===== src/design/jqs_pkg.sv =====
`timescale 1ns / 1ps
package jqs_pkg;

  localparam int TRY_LIMIT_DEF = 30;

  localparam logic [31:0] Q_START = 32'h0000_0040;
  localparam logic [31:0] Q_FIFTY = 32'd50 << 10;
  localparam logic [31:0] Q_SEVENTY = 32'd70 << 10;
  localparam logic [31:0] Q_FORCED = 32'd10;
  localparam logic [31:0] GAP_RESET = 32'h00FF_FFFF;
  localparam logic [4:0] SHIFT_RESET = 5'd10;
  localparam logic [4:0] TRIES_RESET = 5'd30;

  typedef enum logic [1:0] {
    REG_TARGET = 2'd0,
    REG_SHIFT  = 2'd1,
    REG_TRIES  = 2'd2,
    REG_NONE   = 2'd3
  } cfg_reg_t;

  typedef enum logic [3:0] {
    OC_CONT      = 4'd0,
    OC_IN_RANGE  = 4'd1,
    OC_LOWEST    = 4'd2,
    OC_SATURATED = 4'd3,
    OC_ZERO_DIV  = 4'd4,
    OC_BEST      = 4'd5,
    OC_LIMIT     = 4'd6,
    OC_EXHAUSTED = 4'd7,
    OC_ERROR     = 4'd8
  } outcome_t;

  typedef enum logic [2:0] {
    ST_IDLE,
    ST_RMUL,
    ST_EVAL,
    ST_SPREP,
    ST_SMUL,
    ST_SDIV,
    ST_TAIL,
    ST_FIN
  } state_t;

endpackage


===== src/design/jpeg_quality_search.sv =====
`timescale 1ns / 1ps
// Channel  Handshake           Payload
// in       in_valid/in_ready   command, code_size, err_ratio, encode_failed
// out      out_valid/out_ready next_quality, done_res, outcome, try_index
// cfg      cfg_we              cfg_index, cfg_data
//
// A start beat goes from idle straight to the result stage. A trial beat runs a
// 16-step serial ratio multiply and, when the secant step runs, then
// a 32-step shift-add multiplier and a 64-step restoring divider.
// Reset (rst, synchronous) clears the search and loads register defaults.
// Input is taken only in the idle state; a finished result waits in the
// output register while out_ready is low and holds the next result back.
module jpeg_quality_search #(
  parameter int TRY_LIMIT = jqs_pkg::TRY_LIMIT_DEF
) (
  input  logic        clk,
  input  logic        rst,
  input  logic        in_valid,
  output logic        in_ready,
  input  logic        command,
  input  logic [31:0] code_size,
  input  logic [15:0] err_ratio,
  input  logic        encode_failed,
  output logic        out_valid,
  input  logic        out_ready,
  output logic [31:0] next_quality,
  output logic        done_res,
  output logic [3:0]  outcome,
  output logic [4:0]  try_index,
  input  logic        cfg_we,
  input  logic [1:0]  cfg_index,
  input  logic [30:0] cfg_data
);
  import jqs_pkg::*;

  localparam logic [4:0] LIMIT = 5'(TRY_LIMIT);

  state_t state, state_next;

  // configuration
  logic [30:0] target;
  logic [4:0]  shift;
  logic [4:0]  tries;

  // search state
  logic [4:0]  try_cnt;
  logic [31:0] cur_q, lq, hq, ls, hs, best_q, best_gap, prev_sz;
  logic        hrf, active;

  // work registers
  logic [31:0] sz;
  logic [63:0] acc;
  logic [31:0] amag, dmag, rem;
  logic        neg, post_lim;
  logic [6:0]  cnt;

  // staged result
  logic [31:0] res_q;
  logic        res_done;
  outcome_t    res_oc;
  logic [4:0]  res_idx;

  logic [4:0]  eff;
  logic [31:0] tgt;
  logic        fire, out_free;

  assign eff = (tries < LIMIT) ? tries : LIMIT;
  assign tgt = {1'b0, target};
  assign fire = in_valid && in_ready;
  assign out_free = !out_valid || out_ready;

  // trial evaluation
  logic        lt, gt, inrange, sat1, sat2, lim;
  logic [31:0] gap, win, lq_u, ls_u, hq_u, hs_u, bq_u, bg_u;
  logic        ev_emit, ev_sec, ev_lim;
  logic [31:0] ev_q;
  outcome_t    ev_oc;

  always_comb begin
    lt = sz < tgt;
    gt = tgt < sz;
    gap = tgt - sz;
    win = 32'($signed(prev_sz) >>> 7);
    inrange = !lt && (sz < tgt + {6'd0, target[30:6]});
    sat1 = ($signed(prev_sz - win) < $signed(sz)) && ($signed(prev_sz + win) > $signed(sz))
           && lt;
    sat2 = (prev_sz == sz) && lt;
    lim = ({2'd0, try_cnt} + 7'd2) >= {2'd0, eff};
    lq_u = lq;
    ls_u = ls;
    hq_u = hq;
    hs_u = hs;
    bq_u = best_q;
    bg_u = best_gap;
    if (lt) begin
      if (best_gap > gap) begin
        bg_u = gap;
        bq_u = cur_q;
      end
      lq_u = cur_q;
      ls_u = sz;
    end else begin
      hq_u = cur_q;
      hs_u = sz;
    end
    ev_emit = 1'b0;
    ev_sec = 1'b0;
    ev_lim = 1'b0;
    ev_q = cur_q;
    ev_oc = OC_CONT;
    if (try_cnt == 5'd0) begin
      if (gt) begin
        ev_emit = 1'b1;
        ev_oc = OC_LOWEST;
      end else begin
        ev_q = Q_FIFTY;
      end
    end else if (try_cnt == 5'd1) begin
      if (lt) begin
        ev_q = Q_SEVENTY;
      end else if (sz == ls) begin
        ev_emit = 1'b1;
        ev_oc = OC_ZERO_DIV;
      end else begin
        ev_sec = 1'b1;
      end
    end else begin
      if (inrange) begin
        ev_emit = 1'b1;
        ev_oc = OC_IN_RANGE;
      end else if (sat1 || sat2) begin
        ev_emit = 1'b1;
        ev_oc = OC_SATURATED;
      end else if (hs_u == ls_u) begin
        ev_emit = 1'b1;
        ev_oc = OC_ZERO_DIV;
      end else if (lim && bq_u != 32'd0) begin
        ev_emit = 1'b1;
        ev_oc = OC_BEST;
        ev_q = bq_u;
      end else begin
        ev_sec = 1'b1;
        ev_lim = lim;
      end
    end
  end

  // secant operands and serial steps
  logic [31:0] da, db, dd;
  logic [32:0] mul_up, div_t;
  logic [31:0] qsec;
  logic [48:0] rmul_up;

  always_comb begin
    da = tgt - ls;
    db = hq - lq;
    dd = hs - ls;
    mul_up = {1'b0, acc[63:32]} + (acc[0] ? {1'b0, amag} : 33'd0);
    div_t = {rem, acc[63]};
    qsec = (neg ? (32'd0 - acc[31:0]) : acc[31:0]) + lq;
    rmul_up = {16'd0, 1'b0, acc[47:16]} + (acc[0] ? {17'd0, sz} : 49'd0);
  end

  // next state
  always_comb begin
    state_next = state;
    case (state)
      ST_IDLE: begin
        if (fire) begin
          if (!command || encode_failed) state_next = active || !command ? ST_FIN : ST_IDLE;
          else if (active) state_next = ST_RMUL;
        end
      end
      ST_RMUL:  if (cnt == 7'd15) state_next = ST_EVAL;
      ST_EVAL:  state_next = ev_emit ? ST_FIN : (ev_sec ? ST_SPREP : ST_TAIL);
      ST_SPREP: state_next = ST_SMUL;
      ST_SMUL:  if (cnt == 7'd31) state_next = ST_SDIV;
      ST_SDIV:  if (cnt == 7'd63) state_next = ST_TAIL;
      ST_TAIL:  state_next = ST_FIN;
      ST_FIN:   if (out_free) state_next = ST_IDLE;
      default:  state_next = ST_IDLE;
    endcase
  end

  // handshake outputs
  always_comb begin
    in_ready = (state == ST_IDLE);
  end

  always_ff @(posedge clk) begin
    if (rst) begin
      state <= ST_IDLE;
    end else begin
      state <= state_next;
    end
  end

  // configuration writes
  always_ff @(posedge clk) begin
    if (rst) begin
      target <= '0;
      shift <= SHIFT_RESET;
      tries <= TRIES_RESET;
    end else if (cfg_we) begin
      case (cfg_reg_t'(cfg_index))
        REG_TARGET: target <= cfg_data;
        REG_SHIFT:  shift <= cfg_data[4:0];
        REG_TRIES:  tries <= cfg_data[4:0];
        default: ;
      endcase
    end
  end

  // search datapath
  always_ff @(posedge clk) begin
    if (rst) begin
      try_cnt <= '0;
      cur_q <= '0;
      lq <= '0;
      hq <= '0;
      ls <= '0;
      hs <= '0;
      best_q <= '0;
      best_gap <= GAP_RESET;
      prev_sz <= '0;
      hrf <= 1'b0;
      active <= 1'b0;
      out_valid <= 1'b0;
    end else begin
      if (out_valid && out_ready && state != ST_FIN) out_valid <= 1'b0;
      case (state)
        ST_IDLE: begin
          cnt <= '0;
          if (fire && !command) begin
            try_cnt <= '0;
            hq <= '0;
            ls <= '0;
            hs <= '0;
            best_q <= '0;
            best_gap <= GAP_RESET;
            prev_sz <= '0;
            hrf <= 1'b0;
            res_idx <= '0;
            if (eff == 5'd0) begin
              cur_q <= '0;
              lq <= '0;
              active <= 1'b0;
              res_q <= '0;
              res_done <= 1'b1;
              res_oc <= OC_EXHAUSTED;
            end else begin
              cur_q <= Q_START;
              lq <= Q_START;
              active <= 1'b1;
              res_q <= Q_START;
              res_done <= 1'b0;
              res_oc <= OC_CONT;
            end
          end else if (fire && active) begin
            res_idx <= try_cnt;
            if (encode_failed) begin
              res_q <= cur_q;
              res_done <= 1'b1;
              res_oc <= OC_ERROR;
              active <= 1'b0;
            end else begin
              sz <= code_size >> shift;
              acc <= {48'd0, err_ratio};
            end
          end
        end
        // shift-add the ratio into the size, one ratio bit a cycle
        ST_RMUL: begin
          acc <= {16'd0, rmul_up[32:0], acc[15:1]};
          cnt <= cnt + 7'd1;
          if (cnt == 7'd15) sz <= {rmul_up[24:0], acc[15:9]};
        end
        ST_EVAL: begin
          prev_sz <= sz;
          cnt <= '0;
          post_lim <= ev_lim;
          res_q <= ev_q;
          res_oc <= ev_oc;
          if (ev_emit) begin
            res_done <= 1'b1;
            active <= 1'b0;
          end
          if (try_cnt == 5'd0) begin
            if (!gt) begin
              ls <= sz;
              hq <= Q_FIFTY;
            end
          end else if (try_cnt == 5'd1) begin
            if (lt) hrf <= 1'b1;
            else hs <= sz;
          end else begin
            lq <= lq_u;
            ls <= ls_u;
            hq <= hq_u;
            hs <= hs_u;
            best_q <= bq_u;
            best_gap <= bg_u;
          end
        end
        // take magnitudes and the quotient sign
        ST_SPREP: begin
          amag <= da[31] ? 32'd0 - da : da;
          acc <= {32'd0, db[31] ? 32'd0 - db : db};
          dmag <= dd[31] ? 32'd0 - dd : dd;
          neg <= da[31] ^ db[31] ^ dd[31];
          rem <= '0;
        end
        ST_SMUL: begin
          acc <= {mul_up, acc[31:1]};
          cnt <= (cnt == 7'd31) ? 7'd0 : cnt + 7'd1;
        end
        // restoring division, one quotient bit a cycle
        ST_SDIV: begin
          cnt <= cnt + 7'd1;
          if (div_t >= {1'b0, dmag}) begin
            rem <= 32'(div_t - {1'b0, dmag});
            acc <= {acc[62:0], 1'b1};
          end else begin
            rem <= div_t[31:0];
            acc <= {acc[62:0], 1'b0};
          end
          if (cnt == 7'd63) res_q <= 32'd0;
        end
        // commit the next quality and, unless the try limit ends the search, advance the trial count
        ST_TAIL: begin
          begin : tail_blk
            logic [31:0] qv;
            logic        fin6;
            qv = res_q;
            fin6 = 1'b0;
            if (cnt == 7'd64) begin
              qv = qsec;
              if (post_lim) begin
                if (lt) fin6 = 1'b1;
                else qv = Q_FORCED;
              end
            end
            res_q <= qv;
            if (fin6) begin
              res_done <= 1'b1;
              res_oc <= OC_LIMIT;
              active <= 1'b0;
            end else begin
              cur_q <= qv;
              try_cnt <= try_cnt + 5'd1;
              if ({1'b0, try_cnt} + 6'd1 >= {1'b0, eff}) begin
                res_done <= 1'b1;
                res_oc <= OC_EXHAUSTED;
                active <= 1'b0;
              end else begin
                res_done <= 1'b0;
                res_oc <= OC_CONT;
              end
            end
          end
        end
        // hand the result to the output register
        ST_FIN: begin
          if (out_free) begin
            out_valid <= 1'b1;
            next_quality <= res_q;
            done_res <= res_done;
            outcome <= res_oc;
            try_index <= res_idx;
          end
        end
        default: ;
      endcase
    end
  end

  ap_div_nonzero: assert property (@(posedge clk) disable iff (rst)
    (state == ST_SDIV) |-> (dmag != 32'd0))
    else $error("divider running with zero divisor");

  ap_start_fin: assert property (@(posedge clk) disable iff (rst)
    (fire && !command) |=> (state == ST_FIN))
    else $error("start beat did not stage a result");

  ap_fin_load: assert property (@(posedge clk) disable iff (rst)
    (state == ST_FIN && out_free) |=> (out_valid && state == ST_IDLE))
    else $error("staged result not loaded");

  ap_done_code: assert property (@(posedge clk) disable iff (rst)
    (out_valid && done_res) |-> (outcome != OC_CONT))
    else $error("finished result carries continue code");

endmodule


===== config.mk =====
export PLATFORM = sky130hd
export DESIGN_NAME = jpeg_quality_search
export DESIGN_NICKNAME = d
export VERILOG_FILES = /design/src/design/jqs_pkg.sv /design/src/design/jpeg_quality_search.sv
export SDC_FILE = /design/constraint.sdc
export NUM_CORES = 2
export LEC_CHECK = 0
export ABC_AREA = 0
export BUFFER_PORTS_ARGS = -buffer_cell sky130_fd_sc_hd__buf_2
export CAP_MARGIN = 20
export CORE_ASPECT_RATIO = 0.7
export CORE_UTILIZATION = 50
export CTS_CLUSTER_SIZE = 8
export DETAILED_ROUTE_END_ITERATION = 12
export PLACE_DENSITY = 0.66
export SLEW_MARGIN = 20
export SYNTH_ARGS = -nofsm -noshare
export SYNTH_HDL_FRONTEND = slang
export SYNTH_SLANG_ARGS = --single-unit

===== constraint.sdc =====
create_clock -name clk -period 18.3 [get_ports clk]
set_input_delay 0.915 -clock clk [delete_from_list [all_inputs] [get_ports clk]]
set_output_delay 0.915 -clock clk [all_outputs]
set_load 0.02 [all_outputs]

=== Word level (Yosys, flattened, before mapping) ===
Cells that the tools add are included.
W data, S select, Z words.

* Register bits: 592
* Output and inout bits: 44

* Mux-type cells: 143
* Shifts and indexed selects: 1
* Eq/ne operators: 40
* Bitwise operators: 3
* Add/sub/neg operators: 19
* Reductions and logical operators: 58
* Magnitude comparators: 10

{| class="wikitable"
|+ Operators by type and width
! operator !! count
|-
| $mux W32 || 49
|-
| $pmux W32 S2 || 10
|-
| $pmux W64 S5 || 1
|-
| $mux W64 || 3
|-
| $pmux W32 S4 || 1
|-
| $sub A1 B32 Y32 const A || 4
|-
| $sub A32 B32 Y32 || 4
|-
| $eq A32 B32 Y1 || 3
|-
| $add A32 B32 Y33 || 2
|-
| $add A32 B32 Y32 || 2
|-
| $gt A32 B32 Y1 || 2
|-
| $lt A32 B32 Y1 || 2
|-
| $sub A31 B32 Y32 || 2
|-
| $mux W31 || 2
|-
| $mux W3 || 19
|-
| $mux W1 || 40
|-
| $ge A33 B32 Y1 || 1
|-
| $add A31 B25 Y32 || 1
|-
| $lt A31 B32 Y1 || 1
|-
| $lt A32 B31 Y1 || 1
|-
| $reduce_bool A32 Y1 || 1
|-
| $shr A32 B5 Y32 || 1
|-
| $reduce_and A5 Y1 || 6
|-
| $ne A2 B2 Y1 const B || 12
|-
| 46 further kinds || 104
|}

=== Longest topological paths before layout ===
* Depth in word-level cells: 15
* Gate-level depth with buffers: 30

=== Worst setup path before layout ===
No wires, ideal clock.

* Path kind: reg2reg
* Start point: register prev_sz[7]
* End point: register res_q[16], data pin
* Data required time: 18.039 ns
* Buffers on the path: 0
* Cell stages (with the launch flop): 28
* Period minus slack after synthesis: 6.463 ns
* Setup slack: 11.837 ns
* Data arrival time: 6.202 ns
* Cells stage by stage: dfxtp_1 > ha_1 > fa_1 > nor2b_1 > o21bai_1 > a21oi_1 > o211ai_1 > o21ai_0 > and2_1 > a311oi_1 > a211oi_1 > o31ai_1 > nor4_1 > o31ai_1 > xor2_1 > ha_1 > nand4_1 > nor3_1 > and3_1 > a311o_1 > a221oi_1 > mux2_2 > a31oi_1 > o21ai_1 > nor3_4 > nand2_1 > or4_1 > a311o_1

* Longest elaborated chain between the ends: 10
* Elaborated cells between the ends (all ways): 14

{| class="wikitable"
|+ Ends and longest elaborated chain
! element !! line !! text
|-
| start: declaration || jpeg_quality_search.sv:47 || <nowiki>logic [31:0] cur_q, lq, hq, ls, hs, best_q, best_gap, prev_sz;</nowiki>
|-
| start signal: assignment || jpeg_quality_search.sv:279 || <nowiki>prev_sz <= sz;</nowiki>
|-
| $sub A32 B32 Y32 / $add A32 B32 Y32 (equally long branches) || jpeg_quality_search.sv:85 || <nowiki>sat1 = ($signed(prev_sz - win) < $signed(sz)) && ($signed(prev_sz + win) > $signed(sz))</nowiki>
|-
| $lt A32 B32 Y1 / $gt A32 B32 Y1 (equally long branches) || jpeg_quality_search.sv:85 ||
|-
| $logic_and A1 B1 Y1 || jpeg_quality_search.sv:85 ||
|-
| $logic_and A1 B1 Y1 || jpeg_quality_search.sv:86 || <nowiki>&& lt;</nowiki>
|-
| $logic_or A1 B1 Y1 * || jpeg_quality_search.sv:131 || <nowiki>end else if (sat1 || sat2) begin</nowiki>
|-
| $mux W32 * || jpeg_quality_search.sv:131 ||
|-
| $mux W32 * || jpeg_quality_search.sv:128 || <nowiki>if (inrange) begin</nowiki>
|-
| $mux W32 * || jpeg_quality_search.sv:118 || <nowiki>end else if (try_cnt == 5'd1) begin</nowiki>
|-
| $mux W32 * || jpeg_quality_search.sv:111 || <nowiki>if (try_cnt == 5'd0) begin</nowiki>
|-
| $pmux W32 S4 * || jpeg_quality_search.sv:231 || <nowiki>case (state)</nowiki>
|-
| end signal: assignment || jpeg_quality_search.sv:262 || <nowiki>res_q <= cur_q;</nowiki>
|-
| end signal: assignment || jpeg_quality_search.sv:282 || <nowiki>res_q <= ev_q;</nowiki>
|-
| end signal: assignment || jpeg_quality_search.sv:343 || <nowiki>res_q <= qv;</nowiki>
|-
| end: declaration || jpeg_quality_search.sv:58 || <nowiki>logic [31:0] res_q;</nowiki>
|}

Mark *: on every way between the ends. The rest lies on a longest branch, timed or not.
A chain may end at the register's enable or synchronous reset.

=== Worst setup path in the final report ===
* Start point: register prev_sz[8]
* End point: register res_q[16], data pin

Same word-level chain as after synthesis.

==> summary.txt <==
Logic synthesis
  • Seq/Total Area, Yosys: between 20% and 30%
  • Area contributors post-synth: edfxtp_1, dfxtp_1, ha_1
  • Ys flop type: dfxtp_1
  • Top-area cell type share of the netlist area: around 17%
  • EDFF count, synth: between 200 and 300
  • Warnings from Yosys: 0
  • Most instantiated cells after synthesis: nand2_1, a21oi_1, ha_1
  • Asr flop ratio synth: 0%
  • #FFs+latches synth: between 500 and 600
  • Synth Instances: just over 6000
  • Synthesized net count: ~6700
  • Avg Inst Size Synth: approximately 8 um^2
  • Synth area leader: edfxtp_1
  • Most numerous cell in the Yosys netlist: nand2_1
  • Synth unique cells: 97
  • Synthesized cell area: between 0.04 and 0.05 mm^2

Global routing
  • Overflow after GRT: 0
  • Number of global-route vias before repair: around 42000
  • Initial antenna violation count: 10
  • Largest net degree at the start of global routing: 150
  • First-pass GRT wire length: between 200000 and 300000 um
  • GRT Util Overall: between 30% and 40%

Floorplan
  • CORE AREA: 0.0984 mm^2
  • Die Y: ~270 um
  • Initial core utilization: between 50% and 60%
  • Row count: 96
  • Die X: approximately 380 um
  • IO Count: 132
  • Die area: 0.101 mm^2

Layout
  • Final net count: 6688
  • Fillers: between 9000 and 10000
  • Layout cells sized above 1: 7.27%
  • Multi-input combinational cell area: 0.0328 mm^2
  • Area Overhead vs Synth: 8.94%
  • Sequential Area: ~0.015 mm^2
  • Final Instance Area: ~0.054 mm^2

Routing
  • Met3 Routed Length: about 29000 um
  • Met2 wire length: about 70000 um
  • DRT iter0 DRCs: between 6000 and 7000
  • Max layer used: met5
  • WL per Instance: around 26 um
  • Detailed-route DRC error count: 0
  • Number of nets with antenna violations after routing: 0
  • DR vias/cell: 6.41
  • Drt pass-1 iters: 6
  • Routed wire length: 194000 um
  • Via count: 48100
  • Post-Route M1 WL: ~90000 um

Critical path
  • Crit path launch type: flop
  • RR Endpoint: res_q[16]$_DFFE_PP_
  • Crit path required time: ~19 ns
  • R2R Setup Slk: 9.26 ns
  • FF-to-FF path depth: 27
  • CP endpoint kind: flop
  • Critical setup path kind: flop to flop
  • RR Startpoint: prev_sz[8]$_SDFFE_PP0P_
  • Crit-path max FO: 21
  • Arrival @ worst endpoint: 9.52 ns

Timing
  • Least-Margin Pin Slew: roughly 1.2 ns
  • Slew HR: between 10% and 20%
  • Final Hold Fails: 0
  • F_max: ~110 MHz
  • Tmin final: ~9.0 ns
  • Sum Neg Setup Slack: 0 ns
  • Slew Viols, Final: 0
  • Final Setup Violations: 0
  • RSZ-0062 raised after global routing: false
  • Worst Skew: around 0.050 ns
  • Period utilization: roughly half

Clocking
  • Hold_buf cts: 0
  • Num Clock Sinks: between 500 and 600
  • Latest clock arrival within the worst-skew pair: 0.73 ns
  • PostCTS Resize Cnt: 0
  • Setup bufs post-CTS: 0
  • Worst-path clk slew: roughly 0.050 ns
  • CTS tree: built
  • Cts bufs inserted: 84
  • H-Tree Depth: 3
  • CTS max path bufs: 3
  • Clock Root Buffer: clkbuf_16

Hold path
  • Tightest Hold Check Type: flop to flop
  • Hold path startpoint: res_done$_DFFE_PP_
  • Hold depth: 0
  • Hold endpoint: done_res$_DFFE_PP_

Placed design
  • HPWL Detailed: 149000 um
  • Placed cell areas: slightly above 0.05 mm^2
  • Placer Congestion: between 1 and 1.5
  • Port buffer count: ~130

Outcome
  • Status: completed

Power
  • Pwr Density: approximately 160 mW/mm^2
  • Lkg Pwr: about 22 nW
  • Peak supply drop: between 0.00015 and 0.0002 V

Run
  • Maxcap violations: 0
## through the flow
stage	total power (W)	cells	utilization (%)	worst slack, ns	hold WS (ns)
after floorplan	0.00545	6106	-	11.84	0.400
after global placement	0.00699	7341	52.6	9.60	0.406
after detailed placement	0.00703	7342	52.6	9.39	0.405
after CTS	0.00858	7489	55.1	9.39	0.403
after global routing	0.00922	7489	55.1	8.79	0.416
final	0.00873	7493	55.2	9.26	0.417
## routing by layer
layer  GRT usage (%)  vias up
li1                -    22200
met1            58.6    22800
met2            46.2     2773
met3            14.6      290
met4            9.27        6
met5               0        -
## state kept, by name, summed over array words and instances (netlist names), 7 cells and up
signal	flops
acc	64
amag	32
best_gap	32
best_q	32
cnt	7
cur_q	32
dmag	32
hq	32
hs	32
lq	32
ls	32
next_quality	32
prev_sz	32
rem	32
res_q	32
sz	32
target	31
## worst max-delay path, stage by stage, from the launching register on
cell      delay [ns]
dfxtp_1         0.53
inv_1           0.14
ha_1            0.30
nor2b_1         0.13
o21ai_0         0.22
a21boi_0        0.16
o21ai_0         0.57
a21oi_1         0.20
or3_1           0.42
o31a_1          0.30
a211oi_1        0.46
nor3_1          0.11
o21ai_0         0.41
nand2_1         0.15
o311ai_0        0.51
ha_1            0.23
o21a_1          0.12
o21ai_0         0.08
o211a_1         0.26
a21oi_1         0.18
o31ai_1         0.11
a31oi_1         0.78
o21ai_1         0.16
buf_4           0.25
nor3_4          0.37
nand2_1         0.63
or4_1           0.70
a311o_1         0.32
## how the worst max path moves through the flow
stage,start,end,slack (ns),depth (start not counted)
3_3_place_gp,prev_sz[8]$_SDFFE_PP0P_,res_q[16]$_DFFE_PP_,9.60,27
5_1_grt,prev_sz[8]$_SDFFE_PP0P_,res_q[16]$_DFFE_PP_,8.79,27
3_5_place_dp,prev_sz[7]$_SDFFE_PP0P_,res_q[16]$_DFFE_PP_,9.39,28
4_1_cts,prev_sz[7]$_SDFFE_PP0P_,res_q[16]$_DFFE_PP_,9.39,28
6_report,prev_sz[8]$_SDFFE_PP0P_,res_q[16]$_DFFE_PP_,9.26,27
2_1_floorplan,prev_sz[7]$_SDFFE_PP0P_,res_q[16]$_DFFE_PP_,11.84,27
## layout by cell type, fill, tap and decap left out, types with 171 or more instances in the layout
cell	count
nor2_1	465
o21ai_0	310
nand3_1	269
inv_1	318
a21oi_1	599
ha_1	484
nand2_1	672
xnor2_1	290
xor2_1	171
edfxtp_1	285
dfxtp_1	305
## report_power, final
part	switching (W)	internal, W	total (W)	leakage (nW)
Combinational	0.00322	0.00188	0.00510	16.0
Clock	0.000672	0.000867	0.00154	1.18
Sequential	0.000352	0.00174	0.00209	5.14
Total	0.00425	0.00449	0.00873	22.3
## area by class of cell
class,instances,area share [%]
clock inverter,8,0.332
tap,1323,3.05
sequential,592,27.1
inverter,320,2.21
clock buffer,139,4.27
antenna,4,0.0184
timing repair buffer,217,2.48
multi-input combinational,4890,60.5
## logic make-up (layout without fill, tap and decap cells)
| logic type | Yosys count | in the layout | share of synthesized area [%] |
|---|---|---|---|
| compound gates | 1777 | 1777 | 22.8 |
| buf+inv | 624 | 684 | 4.78 |
| fa+ha+maj | 495 | 495 | 12.6 |
| mux | 105 | 105 | 2.61 |
| flops | 592 | 592 | 29.5 |
| xor+xnor | 462 | 462 | 8.12 |
| simple gates | 2051 | 2051 | 19.6 |
| other cells | 0 | 4 | 0 |
(Power assumes the default switching activity.)
